**src/design/aes_cfbd_pkg.sv**
```systemverilog
// Shared types, constants and AES helper functions for the CFB-128 decryptor.
`timescale 1ns / 1ps
package aes_cfbd_pkg;

  localparam int unsigned BlockBytes = 16;
  localparam int unsigned QueueDepth = 2;

  typedef logic [8*BlockBytes-1:0] block_t;
  typedef logic [4:0]              count_t;
  typedef logic [3:0]              round_t;
  typedef logic [1:0]              qcount_t;

  localparam round_t  LastRound = 4'd10;
  localparam qcount_t QueueFull = qcount_t'(QueueDepth);

  typedef enum logic [1:0] {
    RegKeyHigh = 2'd0,
    RegKeyLow  = 2'd1,
    RegIvHigh  = 2'd2,
    RegIvLow   = 2'd3
  } reg_idx_e;

  typedef enum logic {
    CoreIdle,
    CoreRound
  } core_state_e;

  // one queued job: feedback already resolved against message_start
  typedef struct packed {
    block_t fb;
    block_t ct;
    count_t nbytes;
    logic   last;
  } item_t;

  localparam logic [7:0] SBOX [256] = '{
    8'h63,8'h7c,8'h77,8'h7b,8'hf2,8'h6b,8'h6f,8'hc5,8'h30,8'h01,8'h67,8'h2b,8'hfe,8'hd7,8'hab,8'h76,
    8'hca,8'h82,8'hc9,8'h7d,8'hfa,8'h59,8'h47,8'hf0,8'had,8'hd4,8'ha2,8'haf,8'h9c,8'ha4,8'h72,8'hc0,
    8'hb7,8'hfd,8'h93,8'h26,8'h36,8'h3f,8'hf7,8'hcc,8'h34,8'ha5,8'he5,8'hf1,8'h71,8'hd8,8'h31,8'h15,
    8'h04,8'hc7,8'h23,8'hc3,8'h18,8'h96,8'h05,8'h9a,8'h07,8'h12,8'h80,8'he2,8'heb,8'h27,8'hb2,8'h75,
    8'h09,8'h83,8'h2c,8'h1a,8'h1b,8'h6e,8'h5a,8'ha0,8'h52,8'h3b,8'hd6,8'hb3,8'h29,8'he3,8'h2f,8'h84,
    8'h53,8'hd1,8'h00,8'hed,8'h20,8'hfc,8'hb1,8'h5b,8'h6a,8'hcb,8'hbe,8'h39,8'h4a,8'h4c,8'h58,8'hcf,
    8'hd0,8'hef,8'haa,8'hfb,8'h43,8'h4d,8'h33,8'h85,8'h45,8'hf9,8'h02,8'h7f,8'h50,8'h3c,8'h9f,8'ha8,
    8'h51,8'ha3,8'h40,8'h8f,8'h92,8'h9d,8'h38,8'hf5,8'hbc,8'hb6,8'hda,8'h21,8'h10,8'hff,8'hf3,8'hd2,
    8'hcd,8'h0c,8'h13,8'hec,8'h5f,8'h97,8'h44,8'h17,8'hc4,8'ha7,8'h7e,8'h3d,8'h64,8'h5d,8'h19,8'h73,
    8'h60,8'h81,8'h4f,8'hdc,8'h22,8'h2a,8'h90,8'h88,8'h46,8'hee,8'hb8,8'h14,8'hde,8'h5e,8'h0b,8'hdb,
    8'he0,8'h32,8'h3a,8'h0a,8'h49,8'h06,8'h24,8'h5c,8'hc2,8'hd3,8'hac,8'h62,8'h91,8'h95,8'he4,8'h79,
    8'he7,8'hc8,8'h37,8'h6d,8'h8d,8'hd5,8'h4e,8'ha9,8'h6c,8'h56,8'hf4,8'hea,8'h65,8'h7a,8'hae,8'h08,
    8'hba,8'h78,8'h25,8'h2e,8'h1c,8'ha6,8'hb4,8'hc6,8'he8,8'hdd,8'h74,8'h1f,8'h4b,8'hbd,8'h8b,8'h8a,
    8'h70,8'h3e,8'hb5,8'h66,8'h48,8'h03,8'hf6,8'h0e,8'h61,8'h35,8'h57,8'hb9,8'h86,8'hc1,8'h1d,8'h9e,
    8'he1,8'hf8,8'h98,8'h11,8'h69,8'hd9,8'h8e,8'h94,8'h9b,8'h1e,8'h87,8'he9,8'hce,8'h55,8'h28,8'hdf,
    8'h8c,8'ha1,8'h89,8'h0d,8'hbf,8'he6,8'h42,8'h68,8'h41,8'h99,8'h2d,8'h0f,8'hb0,8'h54,8'hbb,8'h16
  };

  function automatic logic [7:0] xtime(input logic [7:0] a);
    return {a[6:0], 1'b0} ^ (a[7] ? 8'h1b : 8'h00);
  endfunction

  function automatic logic [7:0] rcon(input round_t r);
    logic [7:0] v;
    case (r)
      4'd1:    v = 8'h01;
      4'd2:    v = 8'h02;
      4'd3:    v = 8'h04;
      4'd4:    v = 8'h08;
      4'd5:    v = 8'h10;
      4'd6:    v = 8'h20;
      4'd7:    v = 8'h40;
      4'd8:    v = 8'h80;
      4'd9:    v = 8'h1b;
      4'd10:   v = 8'h36;
      default: v = 8'h00;
    endcase
    return v;
  endfunction

  // next round key from the previous one
  function automatic block_t key_step(input block_t w, input round_t r);
    logic [31:0] t;
    logic [31:0] n0, n1, n2, n3;
    t  = {SBOX[w[23:16]] ^ rcon(r), SBOX[w[15:8]], SBOX[w[7:0]], SBOX[w[31:24]]};
    n0 = w[127:96] ^ t;
    n1 = w[95:64] ^ n0;
    n2 = w[63:32] ^ n1;
    n3 = w[31:0] ^ n2;
    return {n0, n1, n2, n3};
  endfunction

  // SubBytes, ShiftRows, MixColumns (skipped in the final round), AddRoundKey
  function automatic block_t aes_round(input block_t s, input block_t k, input logic fin);
    logic [7:0] b [BlockBytes];
    logic [7:0] t [BlockBytes];
    logic [7:0] a0, a1, a2, a3, x;
    block_t     o;
    for (int i = 0; i < BlockBytes; i++) begin
      b[i] = SBOX[s[8*BlockBytes-1-8*i -: 8]];
    end
    for (int c = 0; c < 4; c++) begin
      for (int i = 0; i < 4; i++) begin
        t[i+4*c] = b[i+4*((c+i)%4)];
      end
    end
    if (!fin) begin
      for (int c = 0; c < 4; c++) begin
        a0 = t[4*c];
        a1 = t[4*c+1];
        a2 = t[4*c+2];
        a3 = t[4*c+3];
        x  = a0 ^ a1 ^ a2 ^ a3;
        t[4*c]   = a0 ^ x ^ xtime(a0 ^ a1);
        t[4*c+1] = a1 ^ x ^ xtime(a1 ^ a2);
        t[4*c+2] = a2 ^ x ^ xtime(a2 ^ a3);
        t[4*c+3] = a3 ^ x ^ xtime(a3 ^ a0);
      end
    end
    for (int i = 0; i < BlockBytes; i++) begin
      o[8*BlockBytes-1-8*i -: 8] = t[i];
    end
    return o ^ k;
  endfunction

endpackage

```
**src/design/aes_cfbd_regs.sv**
```systemverilog
// Configuration registers, iterative key expansion and round key store.
`timescale 1ns / 1ps
module aes_cfbd_regs (
  input  logic                  clk_i,
  input  logic                  rst_ni,
  input  logic                  psel,
  input  logic                  penable,
  input  logic                  pwrite,
  input  logic [4:0]            paddr,
  input  logic [63:0]           pwdata,
  output logic [63:0]           prdata,
  input  aes_cfbd_pkg::round_t  rk_idx_i,
  output aes_cfbd_pkg::block_t  rk_o,
  output aes_cfbd_pkg::block_t  iv_o,
  output logic                  busy_o
);
  import aes_cfbd_pkg::*;

  logic [63:0] key_hi_q, key_lo_q, iv_hi_q, iv_lo_q;
  block_t      rk_q [LastRound+1];
  block_t      kexp_q;
  round_t      cnt_q;
  logic        busy_q;
  logic        wr, key_wr;
  reg_idx_e    idx;
  block_t      new_key, step;

  assign idx     = reg_idx_e'(paddr[4:3]);
  assign wr      = psel & penable & pwrite;
  assign key_wr  = wr & ((idx == RegKeyHigh) || (idx == RegKeyLow));
  assign new_key = {(idx == RegKeyHigh) ? pwdata : key_hi_q,
                    (idx == RegKeyLow)  ? pwdata : key_lo_q};
  assign step    = key_step(kexp_q, cnt_q);

  always_ff @(posedge clk_i or negedge rst_ni) begin
    if (!rst_ni) begin
      key_hi_q <= '0;
      key_lo_q <= '0;
      iv_hi_q  <= '0;
      iv_lo_q  <= '0;
      busy_q   <= 1'b0;
      cnt_q    <= '0;
    end else begin
      if (wr) begin
        case (idx)
          RegKeyHigh: key_hi_q <= pwdata;
          RegKeyLow:  key_lo_q <= pwdata;
          RegIvHigh:  iv_hi_q  <= pwdata;
          RegIvLow:   iv_lo_q  <= pwdata;
          default:    ;
        endcase
      end
      if (key_wr) begin
        busy_q <= 1'b1;
        cnt_q  <= round_t'(1);
      end else if (busy_q) begin
        cnt_q <= cnt_q + round_t'(1);
        if (cnt_q == LastRound) busy_q <= 1'b0;
      end
    end
  end

  always_ff @(posedge clk_i) begin
    if (key_wr) begin
      kexp_q   <= new_key;
      rk_q[0]  <= new_key;
    end else if (busy_q) begin
      kexp_q      <= step;
      rk_q[cnt_q] <= step;
    end
  end

  always_comb begin
    case (idx)
      RegKeyHigh: prdata = key_hi_q;
      RegKeyLow:  prdata = key_lo_q;
      RegIvHigh:  prdata = iv_hi_q;
      RegIvLow:   prdata = iv_lo_q;
      default:    prdata = '0;
    endcase
  end

  assign rk_o   = rk_q[rk_idx_i];
  assign iv_o   = {iv_hi_q, iv_lo_q};
  assign busy_o = busy_q;

endmodule

```
**config.mk**
```make
export PLATFORM = sky130hd
export DESIGN_NAME = aes_cfbd_regs
export DESIGN_NICKNAME = d
export VERILOG_FILES = /design/src/design/aes_cfbd_pkg.sv /design/src/design/aes_cfbd_regs.sv
export SDC_FILE = /design/constraint.sdc
export NUM_CORES = 2
export LEC_CHECK = 0
export ABC_AREA = 1
export BUFFER_PORTS_ARGS = -buffer_cell sky130_fd_sc_hd__buf_2
export CELL_PAD_IN_SITES_DETAIL_PLACEMENT = 1
export CELL_PAD_IN_SITES_GLOBAL_PLACEMENT = 1
export CORE_MARGIN = 2
export CORE_UTILIZATION = 25
export CTS_CLUSTER_DIAMETER = 120
export DETAILED_ROUTE_END_ITERATION = 6
export GPL_TIMING_DRIVEN = 0
export HOLD_SLACK_MARGIN = 0.03
export MAX_ROUTING_LAYER = met4
export PLACE_DENSITY_LB_ADDON = 0.2
export REMOVE_ABC_BUFFERS = 1
export SETUP_SLACK_MARGIN = 0.2
export SKIP_CTS_REPAIR_TIMING = 1
export SLEW_MARGIN = 15
export SYNTH_ARGS = -nofsm -noshare
export SYNTH_HDL_FRONTEND = slang
export SYNTH_SLANG_ARGS = --single-unit
```
**constraint.sdc**
```tcl
create_clock -name clk_i -period 12.3 [get_ports clk_i]
set_input_delay 2.46 -clock clk_i [delete_from_list [all_inputs] [get_ports clk_i]]
set_output_delay 2.46 -clock clk_i [all_outputs]
set_load 0.005 [all_outputs]
```
# Word level (Yosys, flattened, before mapping)
# Memories as Yosys holds them, arrays and structs flattened.
# Cells that the tools add are included.
[totals]
register_bits = 389
ramBits = 1408
mem_bits_ro = 8320
output_inout_bits = 321
elab_cells = 66
mem_count = 6
[op_classes]
n_addsub = 1
magnitude_cmp = 4
eq_ne = 4
mux = 26
bitwise = 12
n_reduce_logical = 6
[mem_list]
columns = ["name", "words", "word_bits", "read_ports", "rd_clocked_by_memory_dff", "wr", "line", "rtl"]
rows = [
  ["(no name shown)", 256, 8, 1, 0, 0, "aes_cfbd_pkg.sv:81", "t = {SBOX[w[23:16]] ^ rcon(r), SBOX[w[15:8]], SBOX[w[7:0]], SBOX[w[31:24]]};"],
  ["(no name shown)", 256, 8, 1, 0, 0, "aes_cfbd_pkg.sv:81", ""],
  ["(no name shown)", 256, 8, 1, 0, 0, "aes_cfbd_pkg.sv:81", ""],
  ["(no name shown)", 256, 8, 1, 0, 0, "aes_cfbd_pkg.sv:81", ""],
  ["rk_q", 11, 128, 1, 0, 1, "aes_cfbd_regs.sv:20", "block_t rk_q [LastRound+1];"],
  ["(no name shown)", 16, 8, 1, 0, 0, "aes_cfbd_pkg.sv:61", "case (r)"],
]
[op_table]
columns = ["op", "count"]
rows = [
  ["2-to-1 mux 128 bit", 3],
  ["one-hot mux 64 bit (4 select lines)", 1],
  ["2-to-1 mux 64 bit", 2],
  ["OR reduction 128 bit", 1],
  ["XOR 32 bit", 4],
  ["2-to-1 mux 8 bit", 8],
  [">= comparator 9 bit, second input constant", 4],
  ["NOT 8 -> 9 bit", 4],
  ["2-to-1 mux 4 bit", 3],
  ["2-to-1 mux 1 bit", 9],
  ["XOR 8 bit", 1],
  ["adder 4 x 1 -> 4 bit, second input constant", 1],
  ["== test 2 bit, second input constant", 2],
  ["== test 4 bit, second input constant", 1],
  ["AND reduction 2 bit", 2],
  ["bitwise AND 1 bit", 3],
  ["== test 2 x 1 -> 1 bit, second input constant", 1],
  ["zero test 2 bit", 1],
  ["nonzero test 2 bit", 1],
  ["logical OR 1 bit", 1],
]

# Logic depth before layout (Yosys ltp)
[depth]
depth_word = 11
mapped_depth = 22
depth_no_buf = 21

# Worst setup path after synthesis
# No wires, ideal clock.
[synth_timing]
kind = "input port to flip-flop"
start = "input pwrite"
end = "memory rk_q[0][0] (netlist bit) (enable)"
arrival_ns = 13.004
required_time_ns = 11.496
path_slack_ns = -1.509
path_stages = 8
n_path_buf = 2
cell_sequence = "nand3_1 > nor2_1 > nor2_1 > inv_1 > buf_2 > clkbuf_1 > a21oi_1 > a211oi_1"
[synth_between]
elab_chain_len = 6
word_cells_on_any_way = 9
classes_between = "6 x mux; 2 x bitwise; 1 x reduce/logical"
[synth_lines]
columns = ["item", "line", "rtl"]
rows = [
  ["start: declaration", "aes_cfbd_regs.sv:8", "input logic pwrite,"],
  ["bitwise AND 1 bit *", "aes_cfbd_regs.sv:29", "assign wr = psel & penable & pwrite;"],
  ["bitwise AND 1 bit *", "aes_cfbd_regs.sv:30", "assign key_wr = wr & ((idx == RegKeyHigh) || (idx == RegKeyLow));"],
  ["2-to-1 mux 1 bit", "aes_cfbd_regs.sv:64", "if (key_wr) begin"],
  ["2-to-1 mux 1 bit (implied by the code)", "aes_cfbd_regs.sv:69", "rk_q[cnt_q] <= step;"],
  ["OR reduction 128 bit (no source line)", "--", ""],
  ["2-to-1 mux 4 bit (no source line) / 2-to-1 mux 1 bit (equally long branches)", "--", ""],
  ["end: declaration", "aes_cfbd_regs.sv:20", ""],
]
# Every way passes the cells marked *; elsewhere a longest branch is shown, timed or not.

# Worst setup path after layout
[layout_timing]
start = "input rk_idx_i[0]"
end = "output rk_o[33]"
[layout_between]
elab_chain_len = 1
[layout_lines]
columns = ["item", "line", "rtl"]
rows = [
  ["start: declaration", "aes_cfbd_regs.sv:12", "input aes_cfbd_pkg::round_t rk_idx_i,"],
  ["memory read (11 x 128 bit)", "--", ""],
  ["end: declaration", "aes_cfbd_regs.sv:13", "output aes_cfbd_pkg::block_t rk_o,"],
]
# No other way between the ends.

==> metrics.txt <==
outcome=finished, final reports clean; worst rel slew slack=0.08730; share of post-route cells with drive strength above 1=0.1195; Crit Path Max Fanout=~120; post-DP HPWL=approximately 260000 um; Multi-input gate area=between 30000 and 40000 um^2; Die H=around 600 um; number of global-route vias before repair=between 70k and 80k; power density cells=290.6 nW/um^2; worst slack, placed=between 3 and 4 ns; Worst EP arrival=approximately 6.3 ns; Final Worst Setup Slack=between 3 and 4 ns; DRT Wirelength=about 370000 um; sequential share of the synthesized area=0.6015; via count=about 73k; H-tree levels=4; post-synthesis register bit count=between 1.5k and 2k; Fin. Hold Viols=0; CTS sink cnt=between 1.5k and 2k; routed len/inst=between 20 and 30 um; GRT overflow=0; count of cell types in the netlist=40; Die Wd=approximately 600 um; PortBufs=around 400; endpoints failing setup=0; fin nets=9618; worst-case clock buffer depth=4; DRC=0; first-pass GRT wire length=approximately 540000 um; CTS Buf Count=between 200 and 250; initial antenna violation count=13; Mapped Area=just under 90000 um^2; setup TNS=0 ns; startpoint types=input port; # fillers=39.39k; core box area=roughly 350000 um^2; setup slack, reg-to-reg=around 6.2 ns; clock skew=roughly 0.095 ns; crit path kind=input port to output pin; critical path required time=between 9 and 10 ns; Avg Synthesized Cell Area=around 9.5 um^2; GP Congestion=approximately 0.91; Initial Util=0.2509; CTS tree=built; io pins=between 300 and 400; VDD IR-drop max=about 0.14 mV; all-layer global routing usage=0.2109; Slew @ Worst Pin=roughly 1.4 ns; f_max=roughly 110 MHz; Vias/cell=slightly above 5; largest net degree at the start of global routing=about 120; number of routed nets with antenna violations=0; period utilisation layout=0.7106; Worst-path clk slew=0.06 ns; Die Area=between 300000 and 400000 um^2; row cnt=~220; Mapped Cells=roughly 9.2k; RSZ-0062 raised after global routing=no; clock root buffer=clkbuf_16; detailed router's first-iteration violation count=5331; MaxCap Viol Count=0; Worst Hold Class=register to register; drt first pass iters=5; crit path capture type=output pin; crit path time final=~9 ns; Area Growth Syn to Fin=20.57%; Syn. warnings=0; max-slew violations=0; P_leak=just under 40 nW; register area=52660 um^2; worst skew pair latency=around 0.94 ns
[worst max-delay path, cell delays in order]
cell and delay [ns]:
buf_8 0.12, buf_16 0.22, buf_16 0.27, inv_8 0.46
buf_16 0.35, buf_16 0.40, o21ai_0 0.15, o221ai_1 0.20
o21ai_0 0.12, o21ai_0 0.70, buf_2 0.29
[logic make-up (layout without fill, tap and decap cells)]
logic type / after synthesis / count (layout) / synth area share
fa+ha+maj: 64 / 64 / 0.009234
buf+inv: 1089 / 1506 / 0.05023
mux: 63 / 63 / 0.008090
other cells: 0 / 11 / 0
compound gates: 1901 / 1901 / 0.1231
flops: 1797 / 1797 / 0.6015
simple gates: 4318 / 4318 / 0.2070
xor+xnor: 8 / 8 / 0.0008005
[sequential cells by signal, indices dropped and copies added, names as in the netlist]
| register | count |
|---|---|
| busy_o | 1 |
| kexp_q | 128 |
| iv_lo_q | 64 |
| cnt_q | 4 |
| iv_hi_q | 64 |
| key_hi_q | 64 |
| key_lo_q | 64 |
| rk_q | 1408 |
[where the power goes]
| group | leakage, nW | switching, W | internal, W |
|---|---|---|---|
| logic | 18.6 | 0.00993 | 0.00356 |
| registers | 17.2 | 0.000720 | 0.00985 |
| clock network | 3.55 | 0.00276 | 0.00385 |
| total | 39.4 | 0.0134 | 0.0173 |
[layer usage]
layer  global-route usage  vias up  part of all wire
li1                     -    33098                 -
met1               0.2815    37482              0.46
met2               0.3432     1607              0.48
met3              0.02077      461             0.038
met4              0.05274        0             0.026
met5                    -        -                 0
[metrics by stage]
step | area, um^2 | utilization | power [W] | hold slack [ns] | instances
2_1_floorplan | 84790 | - | 0.01788 | 0.4673 | 8591
3_3_place_gp | 92520 | 0.2652 | 0.02351 | 0.4821 | 13585
3_5_place_dp | 98220 | 0.2815 | 0.02422 | 0.4976 | 13854
4_1_cts | 105500 | 0.3024 | 0.03097 | 0.5113 | 14255
5_1_grt | 105500 | 0.3024 | 0.03260 | 0.5452 | 14258
6_report | 105500 | 0.3025 | 0.03067 | 0.5080 | 14267
[layout make-up]
type                    instances  area share
diodes                         11   0.0002608
multi-input cells            6354      0.2903
inverters                     440     0.01632
flip-flops and latches       1797      0.4989
clock buffers                 264     0.05418
clock inverters               137     0.01482
repair buffers                665     0.07066
well taps                    4599     0.05452
[cell usage in the layout, fill, tap and decap left out, types with 37 or more instances in the layout]
master / count
buf_12: 96
buf_16: 92
clkbuf_1: 37
dfrtp_1: 261
o21ai_0: 1199
o221ai_1: 112
o22ai_1: 130
o211ai_1: 140
nand2_1: 2199
ha_1: 63
buf_2: 390
o21ai_1: 101
inv_1: 406
buf_8: 45
clkbuf_16: 218
o2111ai_1: 63
edfxtp_1: 1536
clkinv_2: 46
clkinv_1: 39
mux2_2: 62
a21oi_1: 114
nor2_1: 700
nand3_1: 1310
[Yosys cell counts (all sizes together)]
cell | instances | area [um^2]
a21oi | 119 | 621.8
dfrtp | 261 | 6531
nor4 | 1 | 6.260
edfxtp | 1536 | 46120
xor2 | 3 | 26.28
inv | 435 | 1635
a211oi | 17 | 127.6
clkbuf | 441 | 1655
nand3 | 1312 | 6571
fa | 1 | 20.02
a31oi | 20 | 125.1
o2111ai | 63 | 551.8
mux2 | 62 | 698.2
nand2 | 2215 | 8367
ha | 63 | 788.3
clkinv | 5 | 18.77
xnor2 | 5 | 43.79
o221ai | 112 | 980.9
nand3b | 21 | 157.7
nand4 | 24 | 150.1
or2 | 26 | 162.7
nor3 | 2 | 10.01
o22ai | 130 | 813.3
nor2 | 717 | 2694
o211ai | 140 | 1051
mux2i | 1 | 10.01
o21ai | 1300 | 6506
buf | 208 | 1087
[path summary, 6_finish.rpt]
check / start / to / cells past startpoint
setup / recovery: rk_idx_i[0] / rk_o[33] / 11
hold / removal: key_lo_q[63] / key_lo_q[63] / 2
setup reg to reg: kexp_q[8] / rk_q[5][87] / 17
hold reg to reg: key_lo_q[63] / key_lo_q[63] / 2
max in group asynchronous: rst_ni / key_lo_q[1] / 3
min in group asynchronous: rst_ni / key_hi_q[49] / 1
Power figures use the tool's default switching activity.
