[config.mk]
export PLATFORM = sky130hd
export DESIGN_NAME = aes_cfbd_front
export DESIGN_NICKNAME = d
export VERILOG_FILES = /design/src/design/aes_cfbd_pkg.sv /design/src/design/aes_cfbd_front.sv
export SDC_FILE = /design/constraint.sdc
export NUM_CORES = 1
export LEC_CHECK = 0
export BUFFER_PORTS_ARGS = -buffer_cell sky130_fd_sc_hd__buf_4
export CORE_ASPECT_RATIO = 1.25
export CORE_UTILIZATION = 49
export DETAILED_ROUTE_END_ITERATION = 7
export MAX_ROUTING_LAYER = met4
export PLACE_DENSITY = 0.75
export SYNTH_ARGS = -nofsm -noshare
export SYNTH_HDL_FRONTEND = slang
export SYNTH_SLANG_ARGS = --single-unit
[constraint.sdc]
create_clock -name clk_i -period 12.75 [get_ports clk_i]
set_input_delay 2.55 -clock clk_i [delete_from_list [all_inputs] [get_ports clk_i]]
set_output_delay 2.55 -clock clk_i [all_outputs]
set_load 0.02 [all_outputs]
[src/design/aes_cfbd_pkg.sv]
// Shared types, constants and AES helper functions for the CFB-128 decryptor.
`timescale 1ns / 1ps
package aes_cfbd_pkg;

  localparam int unsigned BlockBytes = 16;
  localparam int unsigned QueueDepth = 2;

  typedef logic [8*BlockBytes-1:0] block_t;
  typedef logic [4:0]              count_t;
  typedef logic [3:0]              round_t;
  typedef logic [1:0]              qcount_t;

  localparam round_t  LastRound = 4'd10;
  localparam qcount_t QueueFull = qcount_t'(QueueDepth);

  typedef enum logic [1:0] {
    RegKeyHigh = 2'd0,
    RegKeyLow  = 2'd1,
    RegIvHigh  = 2'd2,
    RegIvLow   = 2'd3
  } reg_idx_e;

  typedef enum logic {
    CoreIdle,
    CoreRound
  } core_state_e;

  // one queued job: feedback already resolved against message_start
  typedef struct packed {
    block_t fb;
    block_t ct;
    count_t nbytes;
    logic   last;
  } item_t;

  localparam logic [7:0] SBOX [256] = '{
    8'h63,8'h7c,8'h77,8'h7b,8'hf2,8'h6b,8'h6f,8'hc5,8'h30,8'h01,8'h67,8'h2b,8'hfe,8'hd7,8'hab,8'h76,
    8'hca,8'h82,8'hc9,8'h7d,8'hfa,8'h59,8'h47,8'hf0,8'had,8'hd4,8'ha2,8'haf,8'h9c,8'ha4,8'h72,8'hc0,
    8'hb7,8'hfd,8'h93,8'h26,8'h36,8'h3f,8'hf7,8'hcc,8'h34,8'ha5,8'he5,8'hf1,8'h71,8'hd8,8'h31,8'h15,
    8'h04,8'hc7,8'h23,8'hc3,8'h18,8'h96,8'h05,8'h9a,8'h07,8'h12,8'h80,8'he2,8'heb,8'h27,8'hb2,8'h75,
    8'h09,8'h83,8'h2c,8'h1a,8'h1b,8'h6e,8'h5a,8'ha0,8'h52,8'h3b,8'hd6,8'hb3,8'h29,8'he3,8'h2f,8'h84,
    8'h53,8'hd1,8'h00,8'hed,8'h20,8'hfc,8'hb1,8'h5b,8'h6a,8'hcb,8'hbe,8'h39,8'h4a,8'h4c,8'h58,8'hcf,
    8'hd0,8'hef,8'haa,8'hfb,8'h43,8'h4d,8'h33,8'h85,8'h45,8'hf9,8'h02,8'h7f,8'h50,8'h3c,8'h9f,8'ha8,
    8'h51,8'ha3,8'h40,8'h8f,8'h92,8'h9d,8'h38,8'hf5,8'hbc,8'hb6,8'hda,8'h21,8'h10,8'hff,8'hf3,8'hd2,
    8'hcd,8'h0c,8'h13,8'hec,8'h5f,8'h97,8'h44,8'h17,8'hc4,8'ha7,8'h7e,8'h3d,8'h64,8'h5d,8'h19,8'h73,
    8'h60,8'h81,8'h4f,8'hdc,8'h22,8'h2a,8'h90,8'h88,8'h46,8'hee,8'hb8,8'h14,8'hde,8'h5e,8'h0b,8'hdb,
    8'he0,8'h32,8'h3a,8'h0a,8'h49,8'h06,8'h24,8'h5c,8'hc2,8'hd3,8'hac,8'h62,8'h91,8'h95,8'he4,8'h79,
    8'he7,8'hc8,8'h37,8'h6d,8'h8d,8'hd5,8'h4e,8'ha9,8'h6c,8'h56,8'hf4,8'hea,8'h65,8'h7a,8'hae,8'h08,
    8'hba,8'h78,8'h25,8'h2e,8'h1c,8'ha6,8'hb4,8'hc6,8'he8,8'hdd,8'h74,8'h1f,8'h4b,8'hbd,8'h8b,8'h8a,
    8'h70,8'h3e,8'hb5,8'h66,8'h48,8'h03,8'hf6,8'h0e,8'h61,8'h35,8'h57,8'hb9,8'h86,8'hc1,8'h1d,8'h9e,
    8'he1,8'hf8,8'h98,8'h11,8'h69,8'hd9,8'h8e,8'h94,8'h9b,8'h1e,8'h87,8'he9,8'hce,8'h55,8'h28,8'hdf,
    8'h8c,8'ha1,8'h89,8'h0d,8'hbf,8'he6,8'h42,8'h68,8'h41,8'h99,8'h2d,8'h0f,8'hb0,8'h54,8'hbb,8'h16
  };

  function automatic logic [7:0] xtime(input logic [7:0] a);
    return {a[6:0], 1'b0} ^ (a[7] ? 8'h1b : 8'h00);
  endfunction

  function automatic logic [7:0] rcon(input round_t r);
    logic [7:0] v;
    case (r)
      4'd1:    v = 8'h01;
      4'd2:    v = 8'h02;
      4'd3:    v = 8'h04;
      4'd4:    v = 8'h08;
      4'd5:    v = 8'h10;
      4'd6:    v = 8'h20;
      4'd7:    v = 8'h40;
      4'd8:    v = 8'h80;
      4'd9:    v = 8'h1b;
      4'd10:   v = 8'h36;
      default: v = 8'h00;
    endcase
    return v;
  endfunction

  // next round key from the previous one
  function automatic block_t key_step(input block_t w, input round_t r);
    logic [31:0] t;
    logic [31:0] n0, n1, n2, n3;
    t  = {SBOX[w[23:16]] ^ rcon(r), SBOX[w[15:8]], SBOX[w[7:0]], SBOX[w[31:24]]};
    n0 = w[127:96] ^ t;
    n1 = w[95:64] ^ n0;
    n2 = w[63:32] ^ n1;
    n3 = w[31:0] ^ n2;
    return {n0, n1, n2, n3};
  endfunction

  // SubBytes, ShiftRows, MixColumns (skipped in the final round), AddRoundKey
  function automatic block_t aes_round(input block_t s, input block_t k, input logic fin);
    logic [7:0] b [BlockBytes];
    logic [7:0] t [BlockBytes];
    logic [7:0] a0, a1, a2, a3, x;
    block_t     o;
    for (int i = 0; i < BlockBytes; i++) begin
      b[i] = SBOX[s[8*BlockBytes-1-8*i -: 8]];
    end
    for (int c = 0; c < 4; c++) begin
      for (int i = 0; i < 4; i++) begin
        t[i+4*c] = b[i+4*((c+i)%4)];
      end
    end
    if (!fin) begin
      for (int c = 0; c < 4; c++) begin
        a0 = t[4*c];
        a1 = t[4*c+1];
        a2 = t[4*c+2];
        a3 = t[4*c+3];
        x  = a0 ^ a1 ^ a2 ^ a3;
        t[4*c]   = a0 ^ x ^ xtime(a0 ^ a1);
        t[4*c+1] = a1 ^ x ^ xtime(a1 ^ a2);
        t[4*c+2] = a2 ^ x ^ xtime(a2 ^ a3);
        t[4*c+3] = a3 ^ x ^ xtime(a3 ^ a0);
      end
    end
    for (int i = 0; i < BlockBytes; i++) begin
      o[8*BlockBytes-1-8*i -: 8] = t[i];
    end
    return o ^ k;
  endfunction

endpackage

[src/design/aes_cfbd_front.sv]
// Front end: accepts ciphertext, resolves the feedback block, queues jobs.
`timescale 1ns / 1ps
module aes_cfbd_front (
  input  logic                  clk_i,
  input  logic                  rst_ni,
  input  logic                  push,
  output logic                  full,
  input  logic [63:0]           cipher_high_i,
  input  logic [63:0]           cipher_low_i,
  input  aes_cfbd_pkg::count_t  valid_bytes_i,
  input  logic                  message_start_i,
  input  logic                  message_end_i,
  input  aes_cfbd_pkg::block_t  iv_i,
  input  logic                  hold_i,
  output logic                  q_valid_o,
  output aes_cfbd_pkg::item_t   q_item_o,
  input  logic                  q_take_i
);
  import aes_cfbd_pkg::*;

  item_t   mem_q [QueueDepth];
  logic    wr_ptr_q, rd_ptr_q;
  qcount_t cnt_q;
  block_t  fb_q;
  logic    accept;
  item_t   in_item;

  assign full   = hold_i | (cnt_q == QueueFull);
  assign accept = push & ~full;

  assign in_item.fb     = message_start_i ? iv_i : fb_q;
  assign in_item.ct     = {cipher_high_i, cipher_low_i};
  assign in_item.nbytes = valid_bytes_i;
  assign in_item.last   = message_end_i;

  always_ff @(posedge clk_i or negedge rst_ni) begin
    if (!rst_ni) begin
      fb_q     <= '0;
      wr_ptr_q <= 1'b0;
      rd_ptr_q <= 1'b0;
      cnt_q    <= '0;
    end else begin
      if (accept) begin
        fb_q     <= in_item.ct;
        wr_ptr_q <= ~wr_ptr_q;
      end
      if (q_take_i) rd_ptr_q <= ~rd_ptr_q;
      if (accept && !q_take_i) begin
        cnt_q <= cnt_q + qcount_t'(1);
      end else if (!accept && q_take_i) begin
        cnt_q <= cnt_q - qcount_t'(1);
      end
    end
  end

  always_ff @(posedge clk_i) begin
    if (accept) mem_q[wr_ptr_q] <= in_item;
  end

  assign q_valid_o = (cnt_q != '0);
  assign q_item_o  = mem_q[rd_ptr_q];

endmodule

# Word level (Yosys, flattened, before mapping)
# Memory sizes are Yosys's and may differ from the RTL's.
# Index checks and enable logic that the tools add are counted.
# op_classes
mux	5
div	0
eq_ne	1
addsub	2
n_shift	0
n_bitwise	5
order_cmp	0
reduce_logical	6
multipliers	0
# ops
operator	n
$mux 128	1
$mux 2	2
$reduce_bool 2->1	2
$not 1->1	3
$add 2x1->2 const B	1
$eq 2x2->1 const B	1
$logic_and 1x1->1	2
$logic_not 1->1	2
$mux 1	2
$sub 2x1->2 const B	1
$and 1x1->1	1
$or 1x1->1	1
# word_totals
regBits	132
word_cells	24
rom_bits	0
n_memories	1
mem_bits_rw	524
in_bits	268
latchBits	0
# mem_list
memory	words	width	read_ports	rd_ports_with_merged_regs	write_ports	line	source
mem_q	2	262	1	0	1	aes_cfbd_front.sv:21	item_t mem_q [QueueDepth];

# Longest topological paths before layout
# Gate-level depths: netlist (run 1).
# depth
depth_word	8
ltp_mapped	9
mapped_depth_nobuf	6

# Worst setup path after synthesis (run 1)
# Ideal clock, no wire load.
# synth_path
kind	input-to-reg
from	in hold_i
to	mem mem_q[0][0] in the netlist's numbering (enable)
cell_stages	5
t_arrival_ns	14.665
path_buffers	3
required_time_ns	11.829
slack_ns	-2.836
path_cell_list	and3b_1 -> buf_6 -> buf_8 -> buf_6 -> nor2b_1
# synth_via
elab_chain_len	5
# synth_lines
item	line	source
from (decl)	aes_cfbd_front.sv:14	input logic hold_i,
$or 1x1->1	aes_cfbd_front.sv:28	assign full = hold_i | (cnt_q == QueueFull);
$not 1->1	aes_cfbd_front.sv:29	assign accept = push & ~full;
$and 1x1->1	aes_cfbd_front.sv:29	
$mux 1	aes_cfbd_front.sv:57	if (accept) mem_q[wr_ptr_q] <= in_item;
$mux 1 (not written as such)	aes_cfbd_front.sv:57	
to (decl)	aes_cfbd_front.sv:21	
# Every way passes these cells.

==> impl_summary.md, run 1 <==
Timing
Timing would allow up to between 0.15 and 0.2 GHz. The number of hold violations in the final report is 0. The setup clock skew after layout is 11.3 ps.

Of the available clock period, the critical path in the final layout requires 0.447. The actual slew at the worst max-slew pin is 1190 ps. Setup violations remaining at the end of the flow were counted as 0. The final-report max-slew violation count is 0. The routed design could run at a clock period as short as ~5700 ps.

The tightest slew margin relative to the limit is 0.206. Setup repair after global routing left no endpoint under its margin. Setup total negative slack on the finished layout was measured at 0 ps.

Clocking
After clock tree synthesis, the clock-pin slew on the worst setup and hold paths is roughly 60 ps. The post-CTS repair timing setup buffer count is 0. The cell sitting at the root of the clock tree is a clkbuf_16. Counting every sink on the clock net gives about 660. The clock tree from TritonCTS is built. The clock latency reported for the late side of the worst-skew pair is 600 ps. In this run, CTS created clock tree buffers numbering 60. CTS built an H-tree with a depth of 2. The post-cts resize count is 0. The hold-fix buffer count after cts is 0. The buffer levels on the longest clock path is 3.

Worst setup path
The largest individual stage delay along the critical path comes from the cell dfrtp_4. Setup slack on the worst reg-to-reg path comes out at slightly below 9000 ps. The signal on the critical path passes through buf_4, mux2_2, buf_4. The data required time at the worst endpoint is 10200 ps.

The critical path is of the flip-flop to primary output type. The kind of cell with the highest combined delay along the critical path is buffers and inverters. STA puts the critical path data arrival time at 3150 ps.

The element type at the critical path end is a primary output. The worst-path maximum fanout is 73. The startpoint of the worst-slack reg-to-reg timing path is cnt_q[0]$_DFFE_PN0P_. The longest individual stage delay on the worst path is around 930 ps. Measured in cells, the most critical reg-to-reg path has a length of 7. The cell with the most instances on the worst path is buf_4. The worst setup path is launched from a flip-flop. The reg-to-reg endpoint is cnt_q[1]$_DFFE_PN0P_. The number of buffers and inverters on the critical path is 2.

Routing
The detailed router placed approximately 13000 vias in this run. The ratio of routed vias to standard cells is between 5 and 6. Dividing the detail-routed wire length by the instance count gives 23.0 µm. The number of nets with antenna violations after detailed routing is 0.

The number of DRC markers after the initial detailed-route iteration is approximately 550. Wires add up to 57700 µm. The first detailed-routing pass took 8 iterations. The detailed-route DRC error count is 26.

Die
The starting utilization of the core area is 0.497. The area of the core is between 50000 and 60000 µm². The total die area is between 50000 and 60000 µm². In this run the horizontal extent of the chip is 207 µm. The die height is 258 µm. 532 I/O pins were placed.

The floorplan has 93 rows.

Yosys
The count of yosys warnings during synthesis is 0. The synthesized netlist net count is about 1500. In the synthesized netlist, the number of instances is approximately 1200. The synthesized netlist contains 18 unique library cells. The sequential-to-total area share from yosys stat is 0.743.

Summing every instance area after synthesis gives 25600 µm². Counting flops and latches in the post-synthesis netlist gives 656. The average size of a mapped cell is between 20 and 25 µm².

Power and ir drop
In this run the static leakage power is about 12 nW. The power density over cell area is 218 nW/µm². IR analysis of the VDD net gives a maximum drop of 168 µV.

Cells and area
The layout cell share with drive strength beyond 1 is 0.628. The area added between synthesis and finish is 25.2%. Counting the fill cells in the layout gives roughly 3700. The final layout contains 2063 nets. The final non-filler cell total is about 2500.

Outcome
The flow ran to the end, but the final reports show violations. The checks that failed: DRC.

Global route
The initial antenna violation count is 7. Summed over all layers, the global routing overflow is 0. For this run, global-route usage on met1 was measured as 0.247. The global routing stage identified its most utilized layer as met2. For this run, global-route usage on met3 was measured as 0.0514.

The global routing met2 resource utilization is 0.371. The first-pass GRT wire length is 85400 µm. The number of global-route vias before repair came to 14300.

The total routing resource utilization after global routing is 0.220. The largest net degree at the start of global routing is 143.

Min path
Counting instances, the worst hold path has a depth of 1. The endpoint of the worst hold-timing path is cnt_q[1]$_DFFE_PN0P_. The worst min-delay path category is flip-flop to flip-flop. The origin of the worst min-delay path is cnt_q[1]$_DFFE_PN0P_.

Flow run
Max-cap violations in this run came to 0.

Place
Detailed placement finished with a half-perimeter wire length of 37300 µm. The routability congestion estimate is 0.802. The count of buffers added on input and output ports is 531. Counting tap cells, the placed design contains a total of 2397 instances.
-- worst register-to-register path, delay by kind of cell (launching register included) --
family / cells / cell delay (ps)
flops: 1 / 410
fa+ha+maj: 1 / 450
buf+inv: 2 / 1730
xor+xnor: 1 / 160
simple gates: 3 / 1000
-- state kept, by name (all words and copies together), names as in the netlist --
name and count:
mem_q 524, rd_ptr_q 1, fb_q 128, cnt_q 2, wr_ptr_q 1
-- synthesized netlist by cell type --
cell	number	share of area
and2_1	1	0.00024
and3b_1	1	0.00034
buf_2	44	0.0086
buf_6	2	0.00088
buf_8	8	0.0047
clkbuf_1	4	0.00059
dfrtp_1	132	0.13
edfxtp_1	524	0.61
ha_1	1	0.00049
inv_1	1	0.00015
mux2_2	442	0.19
mux2_4	76	0.045
nand2b_1	2	0.00049
nor2_1	1	0.00015
nor2b_1	1	0.00024
or2_2	1	0.00024
xnor2_1	1	0.00034
xor2_1	4	0.0014
-- worst max path at each step --
| stage | cells after the start | slack [ps] | to | from |
|---|---|---|---|---|
| final | 3 | 7050 | q_item_o[79] | rd_ptr_q$_DFFE_PN0P_ |
| after global routing | 3 | 6920 | q_item_o[79] | rd_ptr_q$_DFFE_PN0P_ |
| after CTS | 3 | 7000 | q_item_o[79] | rd_ptr_q$_DFFE_PN0P_ |
| after detailed placement | 7 | 6610 | cnt_q[1]$_DFFE_PN0P_ | hold_i |
| after global placement | 8 | 6620 | cnt_q[1]$_DFFE_PN0P_ | hold_i |
| after floorplan | 5 | 2250 | mem_q[0][0]$_DFFE_PP_ | hold_i |
-- layer usage --
metal,wire length [µm],share of wire
met5,0,0
met4,2690,0.047
met3,4040,0.070
met2,30000,0.52
met1,21000,0.36
-- power by group --
part | internal [mW] | total [mW] | switching (mW) | leakage (nW)
clock network | 0.939 | 1.68 | 0.745 | 0.926
logic | 1.11 | 2.26 | 1.15 | 4.97
registers | 2.84 | 3.04 | 0.198 | 6.34
total | 4.89 | 6.98 | 2.09 | 12.2
-- metrics by stage --
stage               cell area (µm²)  setup WS [ps]  total power, mW  hold WS, ps   util
CTS                           32100           7000             7.05          500  0.622
global placement              30200           6620             5.30          483  0.586
finish                        32100           7050             6.98          498  0.623
detailed placement            30200           6610             5.35          486  0.586
global route                  32100           6920             7.26          521  0.623
floorplan                     25600           2250             4.53          456      -
-- cells by family (layout without fill, tap and decap cells) --
kind of cell  after synthesis  in the layout  share of synthesized area
xor+xnor                    5              5                    0.00171
fa+ha+maj                   1              1                   0.000488
buf+inv                    59            657                     0.0149
mux                       518            518                      0.239
simple gates                7              7                    0.00171
flops                     656            656                      0.743
other cells                 0              7                          0
-- final cells by class --
cell class / count / area [µm²] / area share
multi-input combinational: 531 / 6230 / 0.194
clock buffer: 84 / 1680 / 0.0524
timing repair buffer: 544 / 4120 / 0.128
sequential: 656 / 19000 / 0.593
clock inverter: 28 / 169 / 0.00526
inverter: 1 / 3.75 / 0.000117
antenna: 7 / 17.5 / 0.000546
tap: 665 / 832 / 0.0259
-- cells in the final DEF (no fill, tap or decap), types with 5 or more instances in the layout --
master,count
buf_4,540
edfxtp_1,524
mux2_2,442
dfrtp_1,131
mux2_4,76
clkbuf_16,61
clkinv_2,19
clkbuf_1,16
diode_2,7
clkbuf_8,7
clkinv_1,5
Power figures use the tool's default switching activity.
==> run 2, diff against run 1 <==
--- a/config.mk
+++ b/config.mk
@@ -7,10 +7,10 @@
 export LEC_CHECK = 0
 export BUFFER_PORTS_ARGS = -buffer_cell sky130_fd_sc_hd__buf_4
 export CORE_ASPECT_RATIO = 1.25
-export CORE_UTILIZATION = 49
+export CORE_UTILIZATION = 55
 export DETAILED_ROUTE_END_ITERATION = 7
 export MAX_ROUTING_LAYER = met4
-export PLACE_DENSITY = 0.75
+export PLACE_DENSITY = 0.8
 export SYNTH_ARGS = -nofsm -noshare
 export SYNTH_HDL_FRONTEND = slang
 export SYNTH_SLANG_ARGS = --single-unit
==> constraint.sdc (replaced) <==
create_clock -name clk_i -period 5.7 [get_ports clk_i]
set_input_delay 1.14 -clock clk_i [delete_from_list [all_inputs] [get_ports clk_i]]
set_output_delay 1.14 -clock clk_i [all_outputs]
set_load 0.02 [all_outputs]
==> run 2 against run 1 <==
Compared with the run above: wire length up 0.65%; total power is 130% higher; critical path type unchanged; cell count shrank 2.5%; critical endpoint is now q_item_o[206]; highest routed layer unchanged; non-clock buffer count increased by 6; core utilization rose by 8.1 points; the flow now finishes without violations; critical path depth unchanged; worst setup slack got worse by 5400 ps; clock skew increased by 6.6 ps; sequential cell count did not move; via count up 0.98%; die area shrank 11%.
==> impl_summary.md, run 2 (synthesis results as in run 1) <==
Routing
The final wirelength is 58100 µm (was 57700 µm). The number of nets with antenna violations after detailed routing was 0 (unchanged). The number of detailed-routing iterations run before antenna repair is 5 (was 8). The average routed wire per standard cell is 23.7 µm (was 23.0 µm). The total via count in the routed design is 13400 (was 13300). The number of DRC markers after the initial detailed-route iteration came to 615 (was 551).

The detailed-route DRC error count came to 0 (was 26). The ratio of routed vias to standard cells came to 5.48 (was 5.29).

Timing
The number of hold violations in the final report is 0 (unchanged). The setup clock skew after layout is 17.8 ps (was 11.3 ps). The sum of negative setup slack is 0 ps (unchanged). The least setup slack across all paths after layout was 1670 ps (was 7050 ps). The tightest slew margin relative to the limit came to 0.267 (was 0.206). The share of the clock period used by the worst path is 0.706. Unrepaired setup endpoints after global routing: false (unchanged). The actual slew at the worst max-slew pin is 1100 ps (was 1190 ps). The maximum achievable frequency is between 0.2 and 0.25 GHz.

The post-route minimum period is roughly 4000 ps. The final-report max-slew violation count came to 0 (unchanged). The number of failing setup endpoints in the final timing report is 0 (unchanged).

Worst setup path
Chain of cells forming the critical path: buf_4, mux2_2, buf_4 (unchanged). The element type at the critical path end is a primary output (unchanged). The longest individual stage delay on the worst path came to 1140 ps (was 930 ps). The data required time at the worst endpoint is 4560 ps (was 10200 ps). The slowest cell on the critical path is dfrtp_4 (unchanged). The data arrival time at the worst-slack endpoint is 2890 ps (was 3150 ps). The worst-path maximum fanout was 69 (was 73). The path type of the worst setup path is flip-flop to primary output (unchanged). The cell with the most instances on the worst path is buf_4 (unchanged). The critical path startpoint category is a flip-flop (unchanged).

Clocking
The buffer levels on the longest clock path is 3 (unchanged). The total clock sinks is 656 (unchanged). The post-cts resize count came to 0 (unchanged). The level count of the clock H-tree was 2 (unchanged).

The post-CTS repair timing setup buffer count came to 0 (unchanged). The clock-pin transition on the worst setup and hold timing paths is 60 ps (about the same). The root buffer selected by CTS is clkbuf_16 (unchanged). The hold-fix buffer count after cts is 0 (unchanged).

The clock latency reported for the late side of the worst-skew pair is 610 ps (was 600 ps). The clock tree from TritonCTS is built (unchanged). The TritonCTS buffer count is 59 (was 60).

Place
The routability congestion estimate is 0.857 (was 0.802). The pre-CTS setup slack is 2240 ps (was 6610 ps). The instance area at placement is 30200 µm² (about the same). The count of input and output buffers is 531 (unchanged). The cell total after placement is 2323 (was 2397).

The placed wire-length estimate is 37600 µm (was 37300 µm).

Power and ir drop
The net switching component of the power is 4.73 mW (was 2.09 mW). The leakage power figure is 12.4 nW (was 12.2 nW). The fraction of power spent switching nets is 0.294 (was 0.300). The cell-internal power is 11.3 mW (was 4.89 mW). The clock share of power is 0.260 (was 0.241). The highest ir drop seen on vdd is 395 µV (was 168 µV). The sequential power share came to 0.424 (was 0.435).

The power density over cell area is 496 nW/µm² (was 218 nW/µm²). The combinational fraction of design power was 0.316 (was 0.324).

Die
The die height is 243 µm (was 258 µm). The total die area is 47500 µm² (was 53200 µm²). The starting utilization of the core area came to 0.557 (was 0.497). The number of top-level pins is 532 (unchanged). The area of the core is 46000 µm² (was 51500 µm²). The number of cell rows is 88 (was 93). The width of the die was 195 µm (was 207 µm).

Global route
The first-pass GRT wire length came to 85500 µm (was 85400 µm). The number of global-route vias before repair is 14300 (about the same). The largest net degree at the start of global routing is 102 (was 143).

The aggregate global routing overflow came to 0 (unchanged). The total routing resource utilization after global routing is 0.249 (was 0.220). The initial antenna violation count was 18 (was 7).

Cells and area
The final non-filler cell total was 2453 (was 2516). The total of fill cells in the finished design is 2850 (was 3672). The most common cell after layout, fill and taps aside is buf_4 (unchanged). The flip-flop count of the largest register after layout is 524 (unchanged).

Leading cell types in the layout, fill and taps excluded: buf_4 (540), edfxtp_1 (524), mux2_2 (442) (unchanged). The register name with the most flops was mem_q (unchanged). The final cell area excluding filler cells is 32400 µm² (was 32100 µm²). The area added between synthesis and finish was 26.3% (was 25.2%). The layout cell share with drive strength beyond 1 is 0.631 (was 0.628). The layout net count was 2068 (was 2063). Largest regs: mem_q: 524 flops, fb_q: 128 flops, cnt_q: 2 flops (unchanged).

Flow run
The max-capacitance violation count came to 0 (unchanged).

Min path
The worst min-delay path category is flip-flop to flip-flop (unchanged).

Outcome
Result of the run: finished clean (was complete, but fails checks).
-- run 2: cell count changes in the layout (fill, tap and decap cells not counted) --
cell,delta
clkinv_2,-13
diode_2,+12
bufinv_16,+8
buf_12,+6
clkinvlp_4,+5
clkbuf_1,-4
clkbuf_8,+1
clkinv_1,+1
inv_6,+1
-- run 2: critical path, delay by kind of cell, from the launching register on --
kind                   cells  cell delay [ps]
flip-flops                 1             1140
multiplexers               1              390
buffers and inverters      2              700
-- run 2: power by group through the flow --
stage | clock network [mW] | logic, mW | registers [mW]
after CTS | 4.24 | 5.11 | 6.82
final | 4.18 | 5.07 | 6.81
after global routing | 4.41 | 5.31 | 6.91
after detailed placement | 0 | 5.07 | 6.91
after floorplan | 0 | 3.35 | 6.72
after global placement | 0 | 5.00 | 6.85
-- run 2: worst paths after layout --
| kind | startpoint | to | slack (ps) | cells past startpoint |
|---|---|---|---|---|
| worst min register to register | cnt_q[1]$_DFFE_PN0P_ | cnt_q[1]$_DFFE_PN0P_ | 510 | 1 |
| max in group asynchronous | rst_ni | rd_ptr_q$_DFFE_PN0P_ | 3900 | 2 |
| worst max-delay path | rd_ptr_q$_DFFE_PN0P_ | q_item_o[206] | 1670 | 3 |
| worst max register to register | cnt_q[0]$_DFFE_PN0P_ | fb_q[22]$_DFFE_PN0N_ | 3030 | 5 |
| worst min-delay path | cnt_q[1]$_DFFE_PN0P_ | cnt_q[1]$_DFFE_PN0P_ | 510 | 1 |
| min in group asynchronous | rst_ni | fb_q[92]$_DFFE_PN0N_ | 580 | 1 |
-- run 2: per-layer routing --
layer | share of wire | global-route usage | vias to the layer above
met3 | 0.070 | 0.0656 | 150
li1 | - | - | 5953
met1 | 0.36 | 0.277 | 6838
met5 | 0 | - | -
met4 | 0.054 | 0.145 | 0
met2 | 0.51 | 0.404 | 494
-- run 2: cell type report --
| type | instances | area (µm²) | area share |
|---|---|---|---|
| sequential | 656 | 19000 | 0.588 |
| antenna | 19 | 47.5 | 0.00147 |
| multi-input combinational | 531 | 6230 | 0.193 |
| clock inverter | 30 | 394 | 0.0122 |
| inverter | 1 | 3.75 | 0.000116 |
| clock buffer | 81 | 1680 | 0.0519 |
| timing repair buffer | 550 | 4240 | 0.131 |
| tap | 585 | 732 | 0.0226 |
-- run 2: per-stage QoR --
step	power [mW]	utilization	hold slack, ps
finish	16.1	0.703	506
global route	16.6	0.703	513
CTS	16.2	0.702	505
detailed placement	12.0	0.657	491
global placement	11.8	0.657	472
floorplan	10.1	-	456
==> run 3, diff against run 2 <==
==> constraint.sdc (replaced) <==
create_clock -name clk_i -period 3.8 [get_ports clk_i]
set_input_delay 0.76 -clock clk_i [delete_from_list [all_inputs] [get_ports clk_i]]
set_output_delay 0.76 -clock clk_i [all_outputs]
set_load 0.02 [all_outputs]
==> run 3 against run 2 <==
Compared with the run above: design area is 0.17% higher; critical path type unchanged; wire length is 0.49% higher; sequential power is 50% higher; count of clock-buffer cells in the layout stayed put; core utilization is 0.12 points higher; critical path depth stayed put; non-clock buffer count is 6 higher; highest routed layer unchanged.
==> impl_summary.md, run 3 (synthesis results as in run 1) <==
Outcome
Result of the run: finished clean (unchanged).

Timing
The worst hold slack is 201 ps (was 506 ps). The number of hold violations in the final report is 0 (unchanged). The number of failing setup endpoints in the final timing report is 0 (unchanged). Unrepaired setup endpoints after global routing: false (unchanged). The post-route minimum period is 3240 ps. The actual slew at the worst max-slew pin is 1040 ps (was 1100 ps).

The maximum achievable frequency is around 0.31 GHz. The tightest slew margin relative to the limit is 0.308 (was 0.267). The final-report max-slew violation count is 0 (unchanged). The setup clock skew after layout is 9.54 ps (was 17.8 ps). In the finished design, the share of the clock period the worst path needs comes to 0.851.

Power and ir drop
The leakage power figure is 12.4 nW (about the same). The fraction of power spent switching nets was 0.297 (was 0.294). The net switching component of the power came to 7.16 mW (was 4.73 mW). The highest ir drop seen on vdd was 676 µV (was 395 µV).

The power density over cell area is 744 nW/µm² (was 496 nW/µm²). The sequential power share came to 0.421 (was 0.424). The combinational fraction of design power came to 0.323 (was 0.316). The clock share of power is 0.257 (was 0.260). The cell-internal power is 17.0 mW (was 11.3 mW). The total power was 24.1 mW (was 16.1 mW).

Worst setup path
The register-to-register setup slack is 1400 ps (was 3030 ps). The data arrival time at the worst-slack endpoint is 2480 ps (was 2890 ps). The worst-path maximum fanout was 39 (was 69). The element type at the critical path end is a primary output (unchanged). The data required time at the worst endpoint was 3040 ps (was 4560 ps). The startpoint of the worst-slack reg-to-reg timing path is cnt_q[0]$_DFFE_PN0P_ (unchanged). The path type of the worst setup path is flip-flop to primary output (unchanged). The critical path startpoint category is a flip-flop (unchanged).

The count of cells along the worst register-to-register path came to 7 (was 5). The reg-to-reg endpoint is cnt_q[1]$_DFFE_PN0P_ (was fb_q[22]$_DFFE_PN0N_).

Global route
The aggregate global routing overflow came to 0 (unchanged). The first-pass GRT wire length is 86700 µm (was 85500 µm). The number of global-route vias before repair is 14700 (was 14300). The total routing resource utilization after global routing came to 0.252 (was 0.249). The largest net degree at the start of global routing came to 130 (was 102).

The initial antenna violation count was 10 (was 18).

Clocking
The TritonCTS buffer count is 59 (unchanged). The clock latency reported for the late side of the worst-skew pair is 600 ps (was 610 ps). The clock-pin transition on the worst setup and hold timing paths is 70 ps (was 60 ps). The buffer levels on the longest clock path is 3 (unchanged). The root buffer selected by CTS was clkbuf_16 (unchanged). The clock tree from TritonCTS is built (unchanged). The post-cts resize count is 0 (unchanged). The post-CTS repair timing setup buffer count is 0 (unchanged).

The level count of the clock H-tree is 2 (unchanged). The total clock sinks was 656 (unchanged). The hold-fix buffer count after cts is 0 (unchanged).

Min path
The worst min-delay path category is primary input to asynchronous set/reset pin (was flip-flop to flip-flop).

Cells and area
The most common cell after layout, fill and taps aside is buf_4 (unchanged). The final design utilization is 0.705 (was 0.703). The area added between synthesis and finish is 26.5% (was 26.3%). The final cell area excluding filler cells came to 32400 µm² (about the same). The flip-flop count of the largest register after layout is 524 (unchanged).

Leading cell types in the layout, fill and taps excluded: buf_4 (541), edfxtp_1 (524), mux2_2 (442) (was buf_4 (540), edfxtp_1 (524), mux2_2 (442)). The final non-filler cell total is 2450 (was 2453). The layout net count is 2074 (was 2068). Largest regs: mem_q: 524 flops, fb_q: 128 flops, cnt_q: 2 flops (unchanged). The register name with the most flops was mem_q (unchanged).

The layout cell share with drive strength beyond 1 is 0.633 (was 0.631).

Routing
The total via count in the routed design is 13500 (was 13400). The average routed wire per standard cell is 23.8 µm (was 23.7 µm). The number of DRC markers after the initial detailed-route iteration is 702 (was 615). The number of nets with antenna violations after detailed routing is 0 (unchanged). The detailed-route DRC error count was 0 (unchanged). The ratio of routed vias to standard cells is 5.52 (was 5.48). The final wirelength is 58400 µm (was 58100 µm).

The number of detailed-routing iterations run before antenna repair is 4 (was 5).

Die
The total die area came to 47500 µm² (unchanged). The number of cell rows is 88 (unchanged). The area of the core is 46000 µm² (unchanged). The number of top-level pins is 532 (unchanged). The die height was 243 µm (unchanged). The width of the die is 195 µm (unchanged).

The starting utilization of the core area is 0.557 (unchanged).

Place
The routability congestion estimate is 0.831 (was 0.857). The placed wire-length estimate is 37800 µm (was 37600 µm). The cell total after placement was 2329 (was 2323). The count of input and output buffers is 531 (unchanged). The instance area at placement is 30400 µm² (was 30200 µm²).

Flow run
The max-capacitance violation count is 0 (unchanged).
run 3: cell count changes in the layout (fill, tap and decap cells not counted), sizes merged:
cell,before,now
clkinvlp,6,9
clkinv,14,12
diode,19,10
bufinv,9,8
buf,550,556
run 3: layout make-up:
class / instances / area [µm²]
Fill cell: 2918 / 13600
Sequential cell: 656 / 19000
Inverter: 1 / 3.75
Clock buffer: 81 / 1660
Antenna cell: 10 / 25.0
Timing Repair Buffer: 556 / 4340
Clock inverter: 30 / 385
Tap cell: 585 / 732
Multi-Input combinational cell: 531 / 6230
run 3: worst max-delay path by stage:
| stage | slack (ps) | endpoint | startpoint | depth (start not counted) |
|---|---|---|---|---|
| global placement | 980 | cnt_q[1]$_DFFE_PN0P_ | hold_i | 6 |
| detailed placement | 1010 | cnt_q[1]$_DFFE_PN0P_ | hold_i | 7 |
| floorplan | -1940 | mem_q[0][0]$_DFFE_PP_ | hold_i | 5 |
| finish | 560 | q_item_o[246] | rd_ptr_q$_DFFE_PN0P_ | 3 |
| CTS | 480 | q_item_o[246] | rd_ptr_q$_DFFE_PN0P_ | 3 |
| global route | 470 | q_item_o[246] | rd_ptr_q$_DFFE_PN0P_ | 3 |
run 3: worst max-delay path, stage by stage, from the launching register on:
cell,delay [ps]
dfrtp_4,890
buf_4,400
mux2_2,410
buf_4,170
run 3: through the flow:
step | setup TNS [ps] | setup WS, ps
after floorplan | -831960 | -1940
after global placement | 0 | 982
after detailed placement | 0 | 1010
after CTS | 0 | 484
after global routing | 0 | 472
final | 0 | 565
run 3: layer usage:
metal	part of all wire	track usage	vias to the layer above
li1	-	-	5954
met1	0.36	0.276	6925
met2	0.52	0.418	488
met3	0.068	0.0616	150
met4	0.055	0.147	0
met5	0	-	-
run 3: power by group through the flow:
stage                     combinational (mW)  clock [mW]  sequential [mW]
final                                   7.78        6.20             10.2
after CTS                               7.84        6.31             10.2
after floorplan                         5.03           0             10.1
after detailed placement                7.77           0             10.3
after global routing                    8.14        6.59             10.3
after global placement                  7.65           0             10.2
